==> src/hdl/pc3f_ram.sv <==
// Generic single-write, single-read RAM with registered read data (read-first).
module pc3f_ram #(
  parameter int WIDTH = 8,
  parameter int DEPTH = 16
) (
  input  logic                     clk,
  input  logic                     wr_en,
  input  logic [$clog2(DEPTH)-1:0] wr_addr,
  input  logic [WIDTH-1:0]         wr_data,
  input  logic [$clog2(DEPTH)-1:0] rd_addr,
  output logic [WIDTH-1:0]         rd_data
);

  logic [WIDTH-1:0] mem [DEPTH];
  logic [WIDTH-1:0] rd_data_r;

  always_ff @(posedge clk) begin
    if (wr_en) begin
      mem[wr_addr] <= wr_data;
    end
    rd_data_r <= mem[rd_addr];
  end

  assign rd_data = rd_data_r;

endmodule

==> config.mk <==
export PLATFORM = sky130hd
export DESIGN_NAME = pc3f_ram
export DESIGN_NICKNAME = d
export VERILOG_FILES = /design/src/hdl/pc3f_ram.sv
export SDC_FILE = /design/constraint.sdc
export NUM_CORES = 1
export LEC_CHECK = 0
export ABC_AREA = 1
export BUFFER_PORTS_ARGS = -buffer_cell sky130_fd_sc_hd__buf_2
export CAP_MARGIN = 10
export CORE_MARGIN = 1.5
export CORE_UTILIZATION = 57
export DETAILED_ROUTE_END_ITERATION = 8
export PLACE_DENSITY = 0.8
export SLEW_MARGIN = 20
export SYNTH_ARGS = -nofsm -noshare
export SYNTH_HDL_FRONTEND = slang
export SYNTH_SLANG_ARGS = --single-unit
==> constraint.sdc <==
create_clock -name clk -period 1.22 [get_ports clk]
set_input_delay 0.183 -clock clk [delete_from_list [all_inputs] [get_ports clk]]
set_output_delay 0.183 -clock clk [all_outputs]
set_load 0.05 [all_outputs]
Word level (Yosys, flattened, before mapping)
Memory sizes are Yosys's and may differ from the RTL's. A register that Yosys moved wholly into a read port is not among the register bits. Cells that the tools add are included.

Multiplexer cells: 2.

Operator list (count): $mux W1 (2).

Bits in writable memories: 128. Output and inout port bits: 8. Flip-flop bits (word level): 0. Input bits: 18. Memories: 1.

Memory list: mem (words 16, width 8, read ports 1, clocked after memory_dff 1, wr ports 1, line 14) `logic [WIDTH-1:0] mem [DEPTH];`.

Logic depth before layout (Yosys ltp)
Depth after elaboration: 2. Mapped depth: 8. Depth with buffers taken out: 7.

Worst setup path before layout
No wires, ideal clock.

Path kind: input port to flip-flop. Start: input wr_addr[3]. End: memory mem[4][0] (enable). Slack: 0.086 ns. Library setup time: 0.370 ns. Arrival time: 0.764 ns. Required time: 0.850 ns. Path buffers: 0. Cell stages on the path: 2. Cell sequence: nand3b_1 -> nor2_1.

RTL lines: start, declared (line 8) `input logic [$clog2(DEPTH)-1:0] wr_addr,`; end, declared (line 14).

Straight into the memory's write port.

Worst setup path in the final report
Start: register rd_data_r[0] (netlist: rd_data[0]) (read register of mem). End: output rd_data[0].

RTL lines: start, declared (line 15) `logic [WIDTH-1:0] rd_data_r;`; end, declared (line 11) `output logic [WIDTH-1:0] rd_data`.

No word-level cell between the ends.

==> metrics.cfg <==
[timing]
slew_viol_final=0
hold_viol_final=0
skew_ns=0.00760
fin_crit_ns=1.21
tightest_slew_ns=0.359
timing.setup.tns_ns=0
slew_headroom=0.760
finalCritPeriodShare=0.994
rsz0062_at_grt=true
fmax_mhz=824
setup_viol=0
whs_ns=0.0813

[synth]
postSynth.asyncResetShare=0
synth_edf_count=128
synthTopCellsByArea=edfxtp_1, nand2_1, nand3_1
synth_common_cells=nand2_1, edfxtp_1, inv_1
syn-cell-area_um2=5770
syn_area_per_cell_um2=10.5
yosysSeqAreaShare=0.694
synth_flop_cell=edfxtp_1
ys_warn_count=0
yosys_register_bits=136
syn_inst=551
synthDistinctLibCells=12
yosys.area.top_type=edfxtp_1
yosysMostFrequentCell=nand2_1
syn_nets=569
yosysTopAreaCellShare=0.667

[global_routing]
grt_pass1_wl_um=20000
grt_max_degree=27
antenna_found_initial=0
grt_overflow=0
grtUsageTotal=0.253
grt_pass1_vias=3902

[die]
io_pins=26
die_h_um=104
die_width_um=104
dieArea_um2=10700
start_util=0.590
core_area_um2=9770
fp-row-count=36

[clock_network]
htreeDepth=4
cts_made_buffers=17
cts_tree=built
cts_sinks=136
path_clk_slew_ns=0.06
clockRootBuffer=clkbuf_8
clock_latency_ns=0.52
post_cts_buffers=0
clockBufferDepth=2

[pwr]
peakVddDrop_uv=1030
p_per_area_nw_per_um2=1560
power_leakage_nw=2.97

[placed_design]
io_buffer_count=25
place.detailed.hpwl_um=8000
place_congestion=0.894

[worst_hold_path]
worst_hold_path_type=input pin to flop
hold_depth=1

[critical_path]
reg2reg_setup_slack_ns=0.19
crit_chain=buf_8
path_class=flop to output port
rr_endpoint=rd_data[2]
crit_path_end=rd_data[0]
critPathTopFamily=flip-flops
critPathCaptureType=output port
r2r_cells=6
worst-path-buf-inv=1
crit-reg2reg-launch=mem[1][2]
critPathMaxStageDelay_ns=0.36
path_max_fanout=1
critical_path_cell_count=1
crit_arrival_ns=1.03
worstPathRequired_ns=1.04
start_kind=flop
startpoint=rd_data[0]
critPathSlowestCell=dfxtp_2

[run_status]
outcome=complete, no violations

[layout]
layout-drive-gt1-share=0.149
num-nets-final=624
layout.core_utilization=0.692
antenna_cells=0
fill_cells=722
area_growth_pct=17.2

[detailed_routing]
drt-pass1-iter-count=4
drt_iter0_markers=262
detail_route.wl_per_cell_um=16.8
drcViolationCount=0
vias=3945
wl_um=12600
via_per_inst=5.25
ant_nets=0

[flow_run]
cap_viol_max_count=0

[routing by layer]
metal	part of all wire	global-route usage	routed length (um)
met1	0.39	0.323	4960
met2	0.49	0.412	6210
met3	0.078	0.0573	987
met4	0.035	0.122	445
met5	0	0	0
[where the power goes]
part / leakage (nW) / internal [mW] / total [mW] / switching (mW)
combinational: 1.50 / 0.259 / 0.812 / 0.553
sequential: 1.22 / 5.23 / 5.27 / 0.0397
clock: 0.246 / 2.66 / 4.44 / 1.78
total: 2.97 / 8.15 / 10.5 / 2.37
[repair_timing]
action / 4_1_cts / 5_1_grt
gates resized for setup: 16 / 4
endpoints found under the hold margin: 0 / 0
hold buffers: 0 / 0
endpoints found under the setup margin: 8 / 4
[flip-flops by register name, summed over array words and instances (netlist names)]
signal / cells
rd_data: 8
mem: 128
[cells by family (layout without fill, tap and decap cells)]
logic type	count (synthesis)	count (layout)	share of synthesized area
AND/OR/NAND/NOR	289	289	0.210
flip-flops	136	136	0.694
buffers and inverters	126	194	0.0952
[how the worst min path moves through the flow]
stage	startpoint	endpoint
floorplan	wr_data[0]	mem[0][0]
global placement	wr_data[0]	mem[5][0]
detailed placement	wr_data[0]	mem[5][0]
CTS	wr_data[0]	mem[4][0]
global route	wr_data[1]	mem[3][1]
finish	wr_data[2]	mem[5][2]
[stage by stage]
step	area (um^2)	std cells	total power, mW	worst slack [ns]
global route	6760	752	10.8	-0.00890
finish	6760	752	10.5	0.00704
global placement	6190	720	6.09	0.0404
detailed placement	6190	720	6.12	-0.00350
floorplan	5770	551	5.82	0.0862
CTS	6750	752	10.5	0.000254
[cells in the final DEF (no fill, tap or decap), drive strengths merged]
cell type,instances
buf,60
bufinv,1
clkbuf,21
clkinv,7
clkinvlp,3
dfxtp,8
edfxtp,128
inv,102
nand2,173
nand3,97
nand3b,2
nor2,17
[layout make-up]
class | instances | area (um^2) | share of cell area
Sequential cell | 136 | 4010 | 0.593
Tap cell | 133 | 166 | 0.0246
Clock inverter | 11 | 85.1 | 0.0126
Timing Repair Buffer | 60 | 475 | 0.0703
Clock buffer | 21 | 429 | 0.0635
Multi-Input combinational cell | 289 | 1210 | 0.179
Inverter | 102 | 383 | 0.0566
Power figures use the tool's default switching activity.
