--- config.mk ---
export PLATFORM = sky130hd
export DESIGN_NAME = pc3f_cell
export DESIGN_NICKNAME = d
export VERILOG_FILES = /design/src/hdl/pc3f_pkg.sv /design/src/hdl/pc3f_cell.sv
export SDC_FILE = /design/constraint.sdc
export NUM_CORES = 1
export LEC_CHECK = 0
export BUFFER_PORTS_ARGS = -buffer_cell sky130_fd_sc_hd__buf_2
export CORE_MARGIN = 2
export CORE_UTILIZATION = 55
export DETAILED_ROUTE_END_ITERATION = 6
export HOLD_SLACK_MARGIN = 0.02
export PLACE_DENSITY = 0.84
export SLEW_MARGIN = 10
export SYNTH_ARGS = -nofsm -noshare
export SYNTH_HDL_FRONTEND = slang
export SYNTH_SLANG_ARGS = --single-unit
--- constraint.sdc ---
create_clock -name clk -period 10.9 [get_ports clk]
set_clock_uncertainty 0.1 [all_clocks]
set_input_delay 1.635 -clock clk [delete_from_list [all_inputs] [get_ports clk]]
set_output_delay 1.635 -clock clk [all_outputs]
set_load 0.03 [all_outputs]
--- src/hdl/pc3f_pkg.sv ---
// Shared constants, types and register indexes of the padded 3x3 convolution filter.
package pc3f_pkg;

  localparam int MAX_SIDE   = 256;
  localparam int MAX_PAD    = 2;
  localparam int PIXEL_BITS = 8;
  localparam int COEFF_BITS = 8;
  localparam int KSIZE      = 3;

  localparam int LINE_LEN = MAX_SIDE + 2 * MAX_PAD;
  localparam int POS_W    = $clog2(LINE_LEN + 1);
  localparam int ADDR_W   = $clog2(LINE_LEN);
  localparam int LINE_W   = (KSIZE - 1) * PIXEL_BITS;

  localparam int SIDE_W = 9;
  localparam int PAD_W  = 2;
  localparam int KROW_W = KSIZE * COEFF_BITS;

  localparam int OUT_BITS = 20;
  localparam int PROD_W   = PIXEL_BITS + COEFF_BITS + 1;
  localparam int COLSUM_W = PROD_W + $clog2(KSIZE);
  localparam int SUM_W    = COLSUM_W + $clog2(KSIZE);

  localparam int QDEPTH = 8;
  localparam int QPTR_W = $clog2(QDEPTH);
  localparam int QCNT_W = $clog2(QDEPTH + 1);

  localparam int CFG_IDX_W  = 3;
  localparam int CFG_DATA_W = 24;

  localparam logic [CFG_IDX_W-1:0] REG_IMAGE_SIDE  = CFG_IDX_W'(0);
  localparam logic [CFG_IDX_W-1:0] REG_PAD_WIDTH   = CFG_IDX_W'(1);
  localparam logic [CFG_IDX_W-1:0] REG_KROW_TOP    = CFG_IDX_W'(2);
  localparam logic [CFG_IDX_W-1:0] REG_KROW_MID    = CFG_IDX_W'(3);
  localparam logic [CFG_IDX_W-1:0] REG_KROW_BOTTOM = CFG_IDX_W'(4);

  localparam logic [SIDE_W-1:0] SIDE_RST = SIDE_W'(8);
  localparam logic [PAD_W-1:0]  PAD_RST  = PAD_W'(1);
  localparam logic [KROW_W-1:0] KTOP_RST = KROW_W'(0);
  localparam logic [KROW_W-1:0] KMID_RST = KROW_W'(256);
  localparam logic [KROW_W-1:0] KBOT_RST = KROW_W'(0);

  // One window column, top row at index 0.
  typedef logic [KSIZE-1:0][PIXEL_BITS-1:0] pix_col_t;
  typedef logic [KSIZE-1:0][COEFF_BITS-1:0] coef_col_t;

  typedef struct packed {
    logic shift;
    logic mul;
    logic add;
  } cell_ctl_t;

  typedef struct packed {
    logic signed [OUT_BITS-1:0] filtered;
    logic                       last_result;
  } result_t;

endpackage

--- src/hdl/pc3f_cell.sv ---
// One window column: holds three pixels, passes them on, forms its three products and their sum.
module pc3f_cell (
  input  logic                                 clk,
  input  logic                                 rst_n,
  input  pc3f_pkg::cell_ctl_t                  ctl,
  input  pc3f_pkg::pix_col_t                   col_in,
  input  pc3f_pkg::coef_col_t                  coef,
  output pc3f_pkg::pix_col_t                   col_out,
  output logic signed [pc3f_pkg::COLSUM_W-1:0] col_sum
);

  pc3f_pkg::pix_col_t                        pix_r;
  logic signed [pc3f_pkg::PROD_W-1:0]        prod_r   [pc3f_pkg::KSIZE];
  logic signed [pc3f_pkg::PROD_W-1:0]        prod_nxt [pc3f_pkg::KSIZE];
  logic signed [pc3f_pkg::COLSUM_W-1:0]      col_sum_r;
  logic signed [pc3f_pkg::COLSUM_W-1:0]      col_sum_nxt;

  always_comb begin
    col_sum_nxt = '0;
    for (int i = 0; i < pc3f_pkg::KSIZE; i++) begin
      // Pixel is unsigned: widen with a zero sign bit before the signed multiply.
      prod_nxt[i] = $signed({1'b0, pix_r[i]}) * $signed(coef[i]);
      col_sum_nxt = col_sum_nxt + pc3f_pkg::COLSUM_W'(prod_r[i]);
    end
  end

  always_ff @(posedge clk) begin
    if (!rst_n) begin
      pix_r <= '0;
    end else if (ctl.shift) begin
      pix_r <= col_in;
    end
  end

  always_ff @(posedge clk) begin
    if (ctl.mul) begin
      for (int i = 0; i < pc3f_pkg::KSIZE; i++) begin
        prod_r[i] <= prod_nxt[i];
      end
    end
    if (ctl.add) begin
      col_sum_r <= col_sum_nxt;
    end
  end

  assign col_out = pix_r;
  assign col_sum = col_sum_r;

endmodule

* Yosys cells after proc, flatten, opt, wreduce, memory -nomap -nowiden *
Memory sizes are Yosys's and may differ from the RTL's.
Index checks and enable logic that the tools add are counted.

cells by class
  multiplexer cells = 2
  multipliers = 3
  $add $sub $neg = 2

operators with widths
  operator        count
  $mul 9x8->17    3
  $add 18x17->19  1
  $add 17x17->18  1
  $mux 1          2

storage, ports and cells
  register bits = 43
  logic and storage cells = 12
  input port bits = 53
  memory bits (writable) = 51
  output and inout bits = 43
  memories kept = 1

memories
  memory  words  bits a word  rd ports  clocked after memory_dff  wr ports  line             source
  prod_r  3      17           3         0                         3         pc3f_cell.sv:13  logic signed [pc3f_pkg::PROD_W-1:0] prod_r [pc3f_pkg::KSIZE];

* Depth between registers and ports, before layout *
Gate-level depths: netlist of run 1.

  depth in word-level cells = 2
  mapped depth = 18
  gate-level depth less buffers = 18

* Worst setup path after synthesis of run 1 *
OpenSTA, ideal clock, no wires.

  path kind = input to register
  start point = input port coef[7] in the netlist's numbering
  end point = memory prod_r[0][14] in the netlist's numbering, data pin
  buffers on the path = 0
  arrival = 5.282 ns
  data required time = 10.620 ns
  stages = 15
  library setup time = 0.180 ns
  slack = 5.338 ns
  cell sequence = inv_1 -> nor2_1 -> fa_1 -> fa_1 -> fa_1 -> inv_1 -> fa_1 -> inv_1 -> ha_1 -> and3_1 -> nand2_1 -> a21oi_2 -> o21ai_2 -> or4b_1 -> o311ai_1

RTL lines
  element      line             source
  from (decl)  pc3f_cell.sv:7   input pc3f_pkg::coef_col_t coef,
  to (decl)    pc3f_cell.sv:13

==> impl_metrics.tcl, run 1 <==
set metrics [dict create \
    slew_headroom_pct 46.1 \
    first_global_vias 7693 \
    post_drt_via_cell_ratio 5.31 \
    cts-buffers-inserted 9 \
    fin_crit_ns 5.66 \
    holdBufCountCts 0 \
    cellLeakagePower_nw 5.89 \
    mappedNetlistArea_mm2 0.0108 \
    io_buffer_count 95 \
    initial_utilization_pct 55.8 \
    track_usage_pct 21.8 \
    layout.core_utilization_pct 61.5 \
    post-cts-setup-buffers 0 \
    std_cell_rows 51 \
    n_antenna_cell 0 \
    vias 7544 \
    ir_drop_mv 0.180 \
    power.density_mw_per_mm2 176 \
    clk_pin_slew_ns 0.07 \
    ys_async_sr_fraction_pct 0 \
    grt_max_degree 52 \
    fmaxAchievable_mhz 177 \
    overflow 0 \
    hold_viol 0 \
    hold_ws_ns 0.556 \
    arrival_ns 5.71 \
    timing.final.max_slew_violations 0 \
    post-route-period-util_pct 51.9 \
    clock_tree.htree_level_count 3 \
    met1_length_um 9350 \
    wirelength_um 21400 \
    drt-initial-drc-count 399 \
    highest-signal-layer "met4" \
    clkSinkCount 94 \
    grt_setup_unrepaired "false" \
    post_route_cells_drive_above_1_share_pct 11.4 \
    routed-wl-met2_um 10600 \
    synth_seq_area_share_pct 23.9 \
    max-cap-violations 0 \
    antenna_found_initial 0 \
    finalNetCount 1479 \
    pin_count 96 \
    route.detailed.wl_per_inst_um 15.0 \
    fin_cells 1421 \
    die_w_um 144 \
    drt_pass1_iterations 5 \
    tns_ns 0 \
    placedCellCount 1405 \
    number_of_remaining_drc_errors 0 \
    number_of_flops_mapped_to_enable_cells_by_yosys 70 \
    place_area_mm2 0.0116 \
    finalInstanceArea_mm2 0.0119 \
    syn_to_final_growth_pct 10.3 \
    largest_fanout_on_the_critical_path 6 \
    gp_routability_congestion 0.865 \
    synthesis.instances 1051 \
    placeableCoreArea_mm2 0.0193 \
    status "finished clean" \
    grt_pass1_wl_um 35600 \
    die_h_um 144 \
    syn-mean-instance-area_um2 10.3 \
    timing.reg2reg.worst_path_depth 14 \
    synth_register_bits 94 \
    detail-route-antenna-nets 0 \
    place_hpwl_um 17100 \
    die-area_mm2 0.0208 \
    cts.path.max_buffers 2 \
    synth_warnings 0 \
    synthFlopType "edfxtp_1" \
    clk-insertion-delay-late_ns 0.36 \
    yosys.cell_types.count 53 \
    worst-endpoint-required_ns 10.95 \
    cp_startpoint_kind "primary input" \
    min-delay-path-class "flip-flop to flip-flop" \
    post_cts.resized_instances 0 \
    tritoncts "built" \
    whs_path_depth 2 \
    worst_setup_path_end_kind "flip-flop" \
    met3RoutedLength_um 924 \
    final-setup-viol-count 0 \
    worst_pin_slew_ns 0.808 \
    root_buffer "clkbuf_16" \
    synth_fp_nets 1379 \
    timing_worst_setup_path_type "primary input to flip-flop" \
]
[cell usage after synthesis, types with 8 or more instances]
cell type	instances	area [um^2]
mux2i_1	26	260
and2_1	123	769
fa_1	129	2580
o21ai_1	8	40.0
a21oi_1	31	155
xor2_1	13	114
nor2_1	41	154
nand2b_1	14	87.6
xnor2_1	30	263
a21o_1	13	97.6
dfxtp_1	24	480
inv_1	188	706
o21ai_0	14	70.1
ha_1	146	1830
nand2_1	70	263
edfxtp_1	70	2100
nor2b_1	30	188
[worst max-delay path, cell delays in order]
cell and delay, ns:
buf_2 0.14, inv_1 0.17, nor2_1 0.09, fa_1 0.53
fa_1 0.54, fa_1 0.54, inv_1 0.05, fa_1 0.52
inv_1 0.04, ha_1 0.34, and3_1 0.21, nand2_1 0.08
a21oi_2 0.04, o21ai_2 0.17, or4b_1 0.48, o311ai_1 0.13
[layout by cell type, fill, tap and decap left out, types with 5 or more instances in the layout]
master / n
inv_1: 188
ha_1: 146
fa_1: 129
and2_1: 123
buf_2: 95
nand2_1: 70
edfxtp_1: 70
nor2_1: 41
a21oi_1: 31
nor2b_1: 30
xnor2_1: 30
mux2i_1: 26
dfxtp_1: 24
nand2b_1: 14
o21ai_0: 14
a21o_1: 13
xor2_1: 13
clkbuf_16: 9
o21ai_1: 8
a211oi_1: 7
nor3_1: 7
o21a_1: 5
a21oi_2: 5
[cell type report]
class	count	area (um^2)
Inverter	188	706
Fill cell	1500	7440
Clock inverter	6	92.6
Multi-Input combinational cell	762	7470
Tap cell	265	332
Clock buffer	10	229
Timing Repair Buffer	96	483
Sequential cell	94	2580
[power by group]
part	internal [mW]	switching, mW
clock network	0.203	0.144
logic	0.474	0.697
registers	0.531	0.0495
[per-layer routing]
layer / global-route usage [%] / vias to the layer above
li1: - / 3611
met1: 28.1 / 3689
met2: 38.1 / 206
met3: 2.78 / 38
met4: 7.33 / 0
met5: 0 / -
[cell families after synthesis]
kind of cell	after synthesis	share of synthesized area [%]
AO/OA/AOI/OAI	116	7.46
XOR/XNOR	43	3.49
adder cells (fa/ha/maj)	275	40.9
buffers and inverters	195	6.81
flip-flops	94	23.9
multiplexers	27	2.52
AND/OR/NAND/NOR	301	14.9
[sequential cells by signal (all words and copies together) (netlist names)]
signal / count
prod_r: 51
col_out: 24
col_sum: 19
[per-stage QoR]
step	setup slack, ns	total power [mW]
after floorplan	5.34	1.45
after global placement	5.09	1.68
after detailed placement	4.93	1.72
after CTS	5.25	2.10
after global routing	5.09	2.25
final	5.24	2.10
[final timing paths]
path               start       endpoint  slack, ns
max              coef[7]  prod_r[0][14]       5.24
min reg2reg  col_out[20]    col_out[20]       0.56
max reg2reg   col_out[2]  prod_r[0][14]       6.26
min          col_out[20]    col_out[20]       0.56
No activity file was read; power rests on OpenSTA's default activity.
==> inputs of run 2 (changes only) <==
==> constraint.sdc (replaced) <==
create_clock -name clk -period 5.81 [get_ports clk]
set_clock_uncertainty 0.1 [all_clocks]
set_input_delay 0.8715 -clock clk [delete_from_list [all_inputs] [get_ports clk]]
set_output_delay 0.8715 -clock clk [all_outputs]
set_load 0.03 [all_outputs]
==> run 2 against run 1 <==
Against the previous run: flip-flop and latch count unchanged; critical path depth unchanged; critical endpoint unchanged; clock power up 65%.
==> impl_metrics.tcl, run 2 (synthesis gave the netlist of run 1 again) <==
set metrics [dict create \
    placeableCoreArea_mm2 0.0193 \
    layout_common_cells "inv_1, ha_1, fa_1, and2_1, buf_2" \
    drt-initial-drc-count 374 \
    worst-endpoint-required_ns 5.87 \
    tns_ns 0 \
    largest_fanout_on_the_critical_path 6 \
    tritoncts "built" \
    grt_max_degree 52 \
    max-cap-violations 0 \
    registers.top_by_ff_count "prod_r" \
    crit_chain "buf_2 > inv_1 > nor2_1 > fa_1 > fa_1 > fa_1 > inv_1 > fa_1 > inv_1 > ha_1 > and3_1 > nand2_1 > a21oi_2 > o21ai_2 > or4b_1 > o311ai_1" \
    overflow 0 \
    grt.met2_usage_pct 37.5 \
    gp_routability_congestion 0.865 \
    clk_pin_slew_ns 0.07 \
    n_antenna_cell 0 \
    fmaxAchievable_mhz 206 \
    post-cts-setup-buffers 0 \
    ff_latch_area_mm2 0.00258 \
    hold_viol 0 \
    first_global_vias 7562 \
    arrival_ns 4.93 \
    wirelength_um 20700 \
    clk-insertion-delay-late_ns 0.35 \
    fin_crit_ns 4.86 \
    holdBufCountCts 0 \
    post_drt_via_cell_ratio 5.23 \
    vias 7430 \
    finalNetCount 1479 \
    route.detailed.wl_per_inst_um 14.6 \
    timing.final.max_slew_violations 0 \
    critical-path-top-cell-by-count "fa_1" \
    die-area_mm2 0.0208 \
    gr-usage-met1_pct 28.3 \
    die_w_um 144 \
    cp_startpoint_kind "primary input" \
    worst_pin_slew_ns 0.792 \
    initial_utilization_pct 55.8 \
    detail-route-antenna-nets 0 \
    io_buffer_count 95 \
    cpMaxStageDelayCell "fa_1" \
    min-delay-path-class "flip-flop to flip-flop" \
    drt_pass1_iterations 5 \
    number_of_remaining_drc_errors 0 \
    track_usage_pct 21.5 \
    status "finished clean" \
    final_common_cell "inv_1" \
    clock_tree.htree_level_count 3 \
    slew_headroom_pct 47.2 \
    die_h_um 144 \
    multi_input_area_mm2 0.00747 \
    root_buffer "clkbuf_16" \
    layout.core_utilization_pct 61.3 \
    post_cts.resized_instances 0 \
    timing_worst_setup_path_type "primary input to flip-flop" \
    grt_pass1_wl_um 35200 \
    post-route-period-util_pct 83.7 \
    grt_setup_unrepaired "false" \
    max_stage_delay_ns 0.55 \
    cts-buffers-inserted 9 \
    antenna_found_initial 0 \
    pin_count 96 \
    final-setup-viol-count 0 \
    cts.path.max_buffers 2 \
    place_hpwl_um 17100 \
    syn_to_final_growth_pct 9.92 \
    globalRouteMet3Util_pct 3.25 \
    post_route_cells_drive_above_1_share_pct 11.4 \
    max_reg_flops 51 \
    power.density_mw_per_mm2 323 \
    clkSinkCount 94 \
    fillers 1531 \
    worst_setup_path_end_kind "flip-flop" \
    ir_drop_mv 0.374 \
    global_route.peak_usage_layer "met2" \
    std_cell_rows 51 \
    cellLeakagePower_nw 5.87 \
]
[run 2: cell types whose count changed in the layout (fill, tap and decap cells not counted), sizes merged]
cell | previous run | this run
inv | 190 | 191
bufinv | 2 | 0
clkinv | 0 | 1
[run 2: layout make-up]
type / count / share of cell area, %
repair buffers: 96 / 4.07
clock inverters: 6 / 0.464
inverters: 188 / 5.95
clock buffers: 10 / 1.93
flip-flops and latches: 94 / 21.8
multi-input cells: 762 / 63.0
well taps: 265 / 2.80
[run 2: worst paths after layout]
path               startpoint             to  slack, ns  cells after the start
setup / recovery      coef[7]  prod_r[0][14]       0.95                     16
hold / removal    col_out[20]    col_out[20]       0.55                      2
setup reg to reg   col_out[2]  prod_r[0][14]       1.22                     14
hold reg to reg   col_out[20]    col_out[20]       0.55                      2
[run 2: power breakdown]
group / total, mW / internal [mW] / leakage [nW] / switching [mW]
sequential: 1.09 / 0.996 / 0.892 / 0.0930
clock: 0.574 / 0.299 / 0.133 / 0.275
combinational: 2.17 / 0.887 / 4.85 / 1.28
total: 3.83 / 2.18 / 5.87 / 1.65
[run 2: metal layers]
metal,share of wire (%),wire length [um]
met5,0,0
met4,1.8,376
met3,4.0,839
met2,50,10300
met1,45,9240
[run 2: per-stage QoR]
| step | power [mW] | instances | worst slack [ns] | instance area [um^2] | hold WS [ns] |
|---|---|---|---|---|---|
| 3_3_place_gp | 3.14 | 1405 | 0.767 | 11600 | 0.534 |
| 3_5_place_dp | 3.23 | 1405 | 0.602 | 11600 | 0.549 |
| 6_report | 3.83 | 1421 | 0.945 | 11900 | 0.553 |
| 2_1_floorplan | 2.72 | 1051 | 1.01 | 10800 | 0.580 |
| 5_1_grt | 4.15 | 1421 | 0.778 | 11900 | 0.594 |
| 4_1_cts | 3.84 | 1421 | 0.981 | 11900 | 0.562 |
[run 2: worst max-delay path, delay by kind of cell]
kind / cells / cell delay, ns
adders and majority gates: 5 / 2.47
and+or+nand+nor: 4 / 0.84
buffers and inverters: 4 / 0.40
AOI/OAI and AO/OA: 3 / 0.32
