`src/hdl/pc3f_pkg.sv`:
```
// Shared constants, types and register indexes of the padded 3x3 convolution filter.
package pc3f_pkg;

  localparam int MAX_SIDE   = 256;
  localparam int MAX_PAD    = 2;
  localparam int PIXEL_BITS = 8;
  localparam int COEFF_BITS = 8;
  localparam int KSIZE      = 3;

  localparam int LINE_LEN = MAX_SIDE + 2 * MAX_PAD;
  localparam int POS_W    = $clog2(LINE_LEN + 1);
  localparam int ADDR_W   = $clog2(LINE_LEN);
  localparam int LINE_W   = (KSIZE - 1) * PIXEL_BITS;

  localparam int SIDE_W = 9;
  localparam int PAD_W  = 2;
  localparam int KROW_W = KSIZE * COEFF_BITS;

  localparam int OUT_BITS = 20;
  localparam int PROD_W   = PIXEL_BITS + COEFF_BITS + 1;
  localparam int COLSUM_W = PROD_W + $clog2(KSIZE);
  localparam int SUM_W    = COLSUM_W + $clog2(KSIZE);

  localparam int QDEPTH = 8;
  localparam int QPTR_W = $clog2(QDEPTH);
  localparam int QCNT_W = $clog2(QDEPTH + 1);

  localparam int CFG_IDX_W  = 3;
  localparam int CFG_DATA_W = 24;

  localparam logic [CFG_IDX_W-1:0] REG_IMAGE_SIDE  = CFG_IDX_W'(0);
  localparam logic [CFG_IDX_W-1:0] REG_PAD_WIDTH   = CFG_IDX_W'(1);
  localparam logic [CFG_IDX_W-1:0] REG_KROW_TOP    = CFG_IDX_W'(2);
  localparam logic [CFG_IDX_W-1:0] REG_KROW_MID    = CFG_IDX_W'(3);
  localparam logic [CFG_IDX_W-1:0] REG_KROW_BOTTOM = CFG_IDX_W'(4);

  localparam logic [SIDE_W-1:0] SIDE_RST = SIDE_W'(8);
  localparam logic [PAD_W-1:0]  PAD_RST  = PAD_W'(1);
  localparam logic [KROW_W-1:0] KTOP_RST = KROW_W'(0);
  localparam logic [KROW_W-1:0] KMID_RST = KROW_W'(256);
  localparam logic [KROW_W-1:0] KBOT_RST = KROW_W'(0);

  // One window column, top row at index 0.
  typedef logic [KSIZE-1:0][PIXEL_BITS-1:0] pix_col_t;
  typedef logic [KSIZE-1:0][COEFF_BITS-1:0] coef_col_t;

  typedef struct packed {
    logic shift;
    logic mul;
    logic add;
  } cell_ctl_t;

  typedef struct packed {
    logic signed [OUT_BITS-1:0] filtered;
    logic                       last_result;
  } result_t;

endpackage

```
`src/hdl/pc3f_outq.sv`:
```
// Result queue between the arithmetic pipeline and the output channel.
module pc3f_outq (
  input  logic                          clk,
  input  logic                          rst_n,
  input  logic                          push,
  input  pc3f_pkg::result_t             push_data,
  input  logic                          pop,
  output pc3f_pkg::result_t             head,
  output logic [pc3f_pkg::QCNT_W-1:0]   count
);

  pc3f_pkg::result_t                 entry_r [pc3f_pkg::QDEPTH];
  logic [pc3f_pkg::QPTR_W-1:0]       wr_ptr_r, wr_ptr_nxt;
  logic [pc3f_pkg::QPTR_W-1:0]       rd_ptr_r, rd_ptr_nxt;
  logic [pc3f_pkg::QCNT_W-1:0]       count_r, count_nxt;

  localparam logic [pc3f_pkg::QPTR_W-1:0] PTR_LAST = pc3f_pkg::QPTR_W'(pc3f_pkg::QDEPTH - 1);

  always_comb begin
    wr_ptr_nxt = wr_ptr_r;
    rd_ptr_nxt = rd_ptr_r;
    if (push) begin
      wr_ptr_nxt = (wr_ptr_r == PTR_LAST) ? '0 : wr_ptr_r + 1'b1;
    end
    if (pop) begin
      rd_ptr_nxt = (rd_ptr_r == PTR_LAST) ? '0 : rd_ptr_r + 1'b1;
    end
    count_nxt = count_r + pc3f_pkg::QCNT_W'(push) - pc3f_pkg::QCNT_W'(pop);
  end

  always_ff @(posedge clk) begin
    if (!rst_n) begin
      wr_ptr_r <= '0;
      rd_ptr_r <= '0;
      count_r  <= '0;
    end else begin
      wr_ptr_r <= wr_ptr_nxt;
      rd_ptr_r <= rd_ptr_nxt;
      count_r  <= count_nxt;
    end
  end

  always_ff @(posedge clk) begin
    if (push) begin
      entry_r[wr_ptr_r] <= push_data;
    end
  end

  assign head  = entry_r[rd_ptr_r];
  assign count = count_r;

endmodule

```
`config.mk`:
```
export PLATFORM = sky130hd
export DESIGN_NAME = pc3f_outq
export DESIGN_NICKNAME = d
export VERILOG_FILES = /design/src/hdl/pc3f_pkg.sv /design/src/hdl/pc3f_outq.sv
export SDC_FILE = /design/constraint.sdc
export NUM_CORES = 1
export LEC_CHECK = 0
export CORE_UTILIZATION = 60
export CTS_CLUSTER_DIAMETER = 120
export DETAILED_ROUTE_END_ITERATION = 16
export DONT_BUFFER_PORTS = 1
export PLACE_DENSITY = 0.85
export SETUP_SLACK_MARGIN = 0.2
export SLEW_MARGIN = 10
export SYNTH_ARGS = -nofsm -noshare
export SYNTH_HDL_FRONTEND = slang
export SYNTH_SLANG_ARGS = --single-unit
```
`constraint.sdc`:
```
create_clock -name clk -period 7.6 [get_ports clk]
set_input_delay 0.76 -clock clk [delete_from_list [all_inputs] [get_ports clk]]
set_output_delay 0.76 -clock clk [all_outputs]
set_load 0.05 [all_outputs]
```
; ---- Word level (Yosys, flattened, before mapping)
; Memory sizes are Yosys's and may differ from the RTL's. A register that Yosys moved wholly into a read port is not among the register bits.
; Cells that the tools add are included.
[totals]
regBits = 10
ramBits = 168
input_bits = 25
output_inout_bits = 25
elab_cells = 16
mem_count = 1
[classes]
n_addsub = 4
eq_ne = 2
mux = 6
[memory_table]
columns = name, depth, word_bits, rd, rd_ports_with_merged_regs, wr, line
row1 = entry_r, 8, 21, 1, 1, 1, pc3f_outq.sv:12  ; pc3f_pkg::result_t entry_r [pc3f_pkg::QDEPTH];
[op_table]
columns = operator, count
row1 = $mux 3, 4
row2 = $add 3x1->3 const B, 2
row3 = $eq 3x3->1 const B, 2
row4 = $add 4x1->4, 1
row5 = $sub 4x1->4, 1
row6 = $mux 1, 2

; ---- Longest topological paths before layout
; Gate-level depths: netlist (run 1).
[logic_depth]
word_depth = 4
mapped_depth = 7
mapped_depth_nobuf = 7

; ---- Worst setup path after synthesis (run 1)
; Ideal clock, no wire load.
[synth_timing]
path_type = input to register
startpoint = in push
endpoint = mem entry_r[0][0] in the netlist's numbering, enable pin
t_arrival_ns = 2.334
required_time_ns = 7.175
slack_ns = 4.840
path_stages = 2
cell_sequence = nand2b_1 nor3_1
[synth_via]
elab_chain_cells = 2
[synth_lines]
columns = item, line
row1 = from (decl), pc3f_outq.sv:5  ; input logic push,
row2 = $mux 1, pc3f_outq.sv:44  ; if (push) begin
row3 = $mux 1 (not written as such), pc3f_outq.sv:45  ; entry_r[wr_ptr_r] <= push_data;
row4 = to (decl), pc3f_outq.sv:12
; No other way between the ends.

==> results of run 1 <==
## synthesized netlist by cell type (all sizes together)
| library cell | number |
|---|---|
| mux4 | 42 |
| clkbuf | 6 |
| xor2 | 1 |
| nor3 | 2 |
| ha | 8 |
| mux2i | 2 |
| nand3 | 2 |
| nand3b | 2 |
| dfxtp | 13 |
| o21ai | 1 |
| nand2b | 5 |
| inv | 7 |
| xnor2 | 1 |
| edfxtp | 168 |
| mux2 | 21 |
| nor2 | 10 |
| a21oi | 5 |
| nor3b | 2 |
| fa | 1 |
| nand2 | 3 |
| buf | 6 |
| and2 | 3 |
## cells by family (layout without fill, tap and decap cells)
group,Yosys count,after routing
xor gates and xnor gates,2,2
and+or+nand+nor,29,29
muxes,65,65
buffers and inverters,19,50
DFF,181,181
AOI/OAI and AO/OA,6,6
adders and majority gates,9,9
## flip-flops by register name (all words and copies together) (netlist names), named ones only
signal and cells:
entry_r 168, rd_ptr_r 3, count 4, wr_ptr_r 3
## worst max-delay path by stage
stage	startpoint	slack, ps	cells past startpoint	endpoint
global placement	register	4890	3	head[14]
floorplan	push	4840	2	entry_r[0][0]$_DFFE_PP_
CTS	register	4380	3	head[7]
detailed placement	register	4880	3	head[16]
finish	register	4430	3	head[7]
global route	register	4340	3	head[7]
## cell type report
class	instances	area, um^2
flip-flops and latches	181	5310
fillers	648	3550
multi-input cells	111	1680
clock buffers	17	425
clock inverters	15	226
well taps	143	179
repair buffers	11	82.6
inverters	7	26.3
## power by group through the flow
stage,clock network (W),registers [W],logic [W]
floorplan,0,0.00117,0.000149
global placement,0,0.00117,0.000167
detailed placement,0,0.00117,0.000173
CTS,0.000955,0.00115,0.000174
global route,0.000995,0.00115,0.000184
finish,0.000947,0.00115,0.000171
## routing by layer
metal / track usage / part of all wire
met1: 0.277 / 0.41
met2: 0.364 / 0.52
met3: 0.0664 / 0.061
met4: 0.0871 / 0.0099
met5: 0 / 0
## stage by stage
| step | area [um^2] | cells |
|---|---|---|
| 2_1_floorplan | 7070 | 311 |
| 3_3_place_gp | 7270 | 453 |
| 3_5_place_dp | 7270 | 453 |
| 4_1_cts | 7920 | 485 |
| 5_1_grt | 7920 | 485 |
| 6_report | 7920 | 485 |
==> results.py, run 1 <==
metrics = {
    "worst_setup_path": {
        "cp_slowest_cell": "mux4_1",
        "crit_required_ps": 6840,
        "r2r-end": "count[2]$_SDFF_PN0_",
        "crit_fanout": 42,
        "crit_chain": "buf_4, mux4_1, mux2_2",
        "crit_family": "multiplexers",
        "cpPeakStageDelay_ps": 690,
        "critPathLaunchType": "register",
        "critPathBufInv": 1,
        "end_kind": "output port",
        "worstRegToRegCells": 7,
        "arrival_ps": 2410,
        "rr_startpoint": "count[0]$_SDFF_PN0_",
        "ff2ff_setup_slack_ps": 5610,
        "critical_path_class": "register to output port",
    },
    "power_and_ir_drop": {
        "p_seq_frac": 0.507,
        "sw_frac_of_total": 0.223,
        "p_clk_frac": 0.417,
        "p_per_area_mw_per_mm2": 287,
        "ir_drop_mv": 0.180,
        "finalPower_w": 0.00227,
        "intPower_w": 0.00176,
        "leakagePower_nw": 2.60,
        "netSwitchingPower_w": 0.000506,
        "pwr-share-comb": 0.076,
    },
    "global_routing": {
        "grt_pass1_vias": 3240,
        "grt_usage": 0.221,
        "grt_pass1_wl_um": 19000,
        "grt_max_degree": 43,
        "antenna_found_initial": 0,
        "grt_overflow_total": 0,
    },
    "clock_tree": {
        "htreeDepth": 4,
        "insertion_delay_ps": 410,
        "clk_pin_slew_ps": 70,
        "cts_setup_buffers": 0,
        "clock-sinks": 181,
        "cts-root-buf": "clkbuf_16",
        "cts_buffers": 17,
        "cts-hold-fix-buffers": 0,
        "clockBufferDepth": 2,
        "cts_resized": 0,
        "cts_tree": "yes",
    },
    "synthesis": {
        "syn_avg_cell_area_um2": 22.7,
        "synth_top_area_cell": "edfxtp_1",
        "yosysWarnings": 0,
        "ys_ff_latch": 181,
        "synth-compound-area-share": 0.00425,
        "synth-simple-area-share": 0.0211,
        "synth_top_family_by_area": "multiplexers",
        "synth_area_leaders": "edfxtp_1, mux4_1, dfxtp_1, mux2_2, mux4_2",
        "netlist_area_mm2": 0.00707,
        "synth.distinct_cells": 24,
        "synth_fp_nets": 345,
        "seq_area_frac_synth": 0.751,
        "yosysTopAreaCellShare": 0.714,
        "synth_fa_ha_area_frac": 0.0170,
        "synthXorXnorAreaFrac": 0.00248,
        "synth_cells": 311,
        "synth_mux_area_frac": 0.189,
    },
    "floorplan": {
        "initial_core_util": 0.616,
        "coreArea_mm2": 0.0115,
        "die_h_um": 111,
        "row_count": 39,
        "die_w_um": 111,
        "die_area_mm2": 0.0122,
        "io_pins": 50,
    },
    "sta": {
        "slew_viol_final": 0,
        "rsz0062_at_grt": "no",
        "setup-tns-final_ps": 0,
        "tightest_slew_ps": 714,
        "setup_slack_ps": 4430,
        "post-route-period-util": 0.418,
        "fin_hold_ws_ps": 436,
        "finalCriticalPeriod_ps": 3170,
        "finalSetupViolCount": 0,
        "maxSlewHeadroom": 0.524,
        "skew_ps": 7.94,
        "fmaxAchievable_ghz": 0.315,
        "hold_viol_final": 0,
    },
    "min_path": {
        "hold_path_depth": 0,
        "hold_class": "primary input to register",
        "worstHoldEndpoint": "entry_r[3][3]$_DFFE_PP_",
        "min_from": "push_data[3]",
    },
    "finish": {
        "nets": 363,
        "area_delta_synth_final_pct": 12.1,
        "final_common_cell": "edfxtp_1",
        "final_util": 0.691,
        "n_antenna_cell": 0,
        "drive_gt1_frac": 0.231,
        "layout_common_cells": "edfxtp_1, mux4_1, mux2_2, clkbuf_16, dfxtp_1",
    },
    "route": {
        "ant_nets": 0,
        "wl_per_cell_um": 25.9,
        "drc": 0,
        "drtPass1Iterations": 4,
        "drtIter0Drc": 227,
        "via_per_inst": 6.35,
        "vias": 3079,
        "drt-total-wl_um": 12500,
    },
    "run": {
        "cap_viol_max_count": 0,
    },
    "placed_design": {
        "io_buffers": 0,
        "gp_congestion": 0.686,
        "post-place-ws_ps": 4880,
        "hpwl_um": 6910,
    },
    "outcome": {
        "run_status": "completed",
    },
}
Note: power is estimated with default switching activity, not from simulation.
==> run 2: changes to the inputs <==
- ABC_AREA: unset -> 1
- CORE_UTILIZATION: 60 -> 57
- PLACE_DENSITY: 0.85 -> 0.84
- clock period: 7.6 -> 2.6 ns (I/O delays scaled with it)
==> run 2 against run 1 <==
Area after synthesis increased by 13%; sequential cell count unchanged; synthesized cell count increased to 2.6 times the previous value; largest cell class unchanged; largest power group unchanged; highest routed layer unchanged.
==> results.py, run 2 <==
metrics = {
    "finish": {
        "instances_no_fill": 1044,
        "layout_common_cells": "nand2_1, edfxtp_1, inv_1, nand3_1, inv_2",
        "area_delta_synth_final_pct": 13.4,
        "largest_reg_flops": 168,
        "top_register": "entry_r",
        "drive_gt1_frac": 0.160,
        "final_common_cell": "nand2_1",
        "nets": 889,
        "num-fill-cells": 929,
        "design_area_mm2": 0.00907,
    },
    "synthesis": {
        "synth_mux_area_frac": 0,
        "ys_top_cells_by_count": "nand2_1, edfxtp_1, inv_1",
        "synth-compound-area-share": 0.00595,
        "netlist_area_mm2": 0.00799,
        "syn_avg_cell_area_um2": 9.87,
        "synthFlopType": "edfxtp_1",
        "synth_top_family_by_area": "simple AND/OR/NAND/NOR gates",
        "yosysWarnings": 0,
        "yosysTopAreaCellShare": 0.631,
        "synth-simple-area-share": 0.198,
        "ys_async_sr_fraction": 0,
        "ys_ff_latch": 181,
        "seq_area_frac_synth": 0.664,
        "synth_top_area_cell": "edfxtp_1",
        "synth.most_common_cell": "nand2_1",
        "synth_fp_nets": 844,
        "synth_fa_ha_area_frac": 0.0150,
        "synth.distinct_cells": 21,
        "synth_cells": 810,
        "synthXorXnorAreaFrac": 0.00110,
        "synth_area_leaders": "edfxtp_1, nand2_1, nand3_1, inv_1, dfxtp_1",
        "synth_edf_count": 168,
    },
    "clock_tree": {
        "cts_setup_buffers": 0,
        "cts_tree": "yes",
        "cts-root-buf": "clkbuf_16",
        "cts_resized": 0,
        "htreeDepth": 4,
        "cts_buffers": 17,
        "insertion_delay_ps": 430,
        "clockBufferDepth": 2,
        "clk_pin_slew_ps": 60,
        "clock-sinks": 181,
    },
    "global_routing": {
        "grt_max_degree": 85,
        "grt_usage": 0.259,
        "busiest_layer": "met2",
        "met1_usage": 0.313,
        "grt_overflow_total": 0,
        "use_met2": 0.435,
        "grt_use_met3": 0.0693,
        "antenna_found_initial": 1,
        "grt_pass1_vias": 5578,
        "grt_pass1_wl_um": 27700,
    },
    "route": {
        "wl_per_cell_um": 16.6,
        "ant_nets": 0,
        "drt-total-wl_um": 17400,
        "vias": 5407,
        "drc": 0,
        "via_per_inst": 5.18,
        "drtIter0Drc": 646,
        "drtPass1Iterations": 5,
    },
    "sta": {
        "tightest_slew_ps": 991,
        "finalSetupViolCount": 0,
        "maxSlewHeadroom": 0.339,
        "skew_ps": 5.89,
        "rsz0062_at_grt": "no",
        "setup_slack_ps": 316,
        "finalCriticalPeriod_ps": 2280,
        "post-route-period-util": 0.879,
        "setup-tns-final_ps": 0,
        "hold_viol_final": 0,
        "slew_viol_final": 0,
        "fmaxAchievable_ghz": 0.438,
    },
    "floorplan": {
        "die_area_mm2": 0.0145,
        "die_h_um": 120,
        "io_pins": 50,
        "row_count": 42,
        "coreArea_mm2": 0.0135,
        "initial_core_util": 0.594,
        "die_w_um": 120,
    },
    "placed_design": {
        "post-place-ws_ps": 759,
        "place_inst": 989,
        "io_buffers": 0,
        "hpwl_um": 9360,
        "place_area_mm2": 0.00829,
        "gp_congestion": 0.734,
    },
    "power_and_ir_drop": {
        "ir_drop_mv": 0.641,
        "p_seq_frac": 0.503,
        "intPower_w": 0.00496,
        "p_clk_frac": 0.356,
        "leakagePower_nw": 4.10,
        "pwr-share-comb": 0.141,
        "p_per_area_mw_per_mm2": 743,
        "sw_frac_of_total": 0.264,
        "netSwitchingPower_w": 0.00178,
    },
    "worst_setup_path": {
        "end_kind": "output port",
        "crit_fanout": 42,
        "crit_required_ps": 2340,
        "arrival_ps": 2020,
        "ff2ff_setup_slack_ps": 780,
        "critPathLaunchType": "register",
        "critical_path_class": "register to output port",
    },
    "min_path": {
        "hold_class": "primary input to register",
    },
    "run": {
        "cap_viol_max_count": 0,
    },
    "outcome": {
        "run_status": "completed",
    },
}
-- run 2: layer usage --
layer | vias up | wire, um
li1 | 2596 | -
met1 | 2516 | 6580
met2 | 246 | 9040
met3 | 49 | 1270
met4 | 0 | 484
met5 | - | 0
-- run 2: path summary, 6_finish.rpt --
| path | from | end | cells after the start |
|---|---|---|---|
| worst max-delay path | register | head[12] | 6 |
| worst max register to register | count[0]$_SDFF_PN0_ | count[2]$_SDFF_PN0_ | 8 |
| worst min register to register | wr_ptr_r[0]$_SDFFE_PN0P_ | wr_ptr_r[0]$_SDFFE_PN0P_ | 2 |
| worst min-delay path | push | wr_ptr_r[2]$_SDFFE_PN0P_ | 2 |
-- run 2: timing repair --
action / 4_1_cts / 5_1_grt
setup endpoints to repair: 0 / 0
hold endpoints to repair: 177 / 0
hold buffers: 23 / 0
-- run 2: kinds of logic after synthesis --
group                      after synthesis
AOI/OAI and AO/OA                        9
DFF                                    181
and+or+nand+nor                        393
buffers and inverters                  217
adders and majority gates                9
xor gates and xnor gates                 1
-- run 2: worst max-delay path: stages, from the launching register on --
cell and delay, ps:
dfxtp_1 320, inv_2 590, nand3_1 190, nand2_1 110, nand2_1 50, nand2_1 110
buf_4 200
-- run 2: stage by stage --
stage               hold slack [ps]  power (W)   util
floorplan                       353    0.00411      -
global placement                359    0.00430  0.616
detailed placement              359    0.00433  0.616
CTS                            11.1    0.00675  0.674
global route                   17.8    0.00697  0.674
finish                         24.2    0.00674  0.674
-- run 2: final cells by class --
| type | instances | area (um^2) | area share |
|---|---|---|---|
| flip-flops and latches | 181 | 5310 | 0.585 |
| multi-input cells | 412 | 1780 | 0.197 |
| inverters | 186 | 699 | 0.0771 |
| repair buffers | 57 | 510 | 0.0563 |
| clock buffers | 19 | 433 | 0.0478 |
| well taps | 176 | 220 | 0.0243 |
| clock inverters | 12 | 113 | 0.0124 |
| diodes | 1 | 2.50 | 0.000276 |
-- run 2: power by group through the flow --
stage	clock (W)	sequential, W	combinational (W)
final	0.00240	0.00339	0.000949
after global routing	0.00254	0.00340	0.00103
after CTS	0.00241	0.00339	0.000949
after detailed placement	0	0.00345	0.000877
after global placement	0	0.00345	0.000849
after floorplan	0	0.00345	0.000659
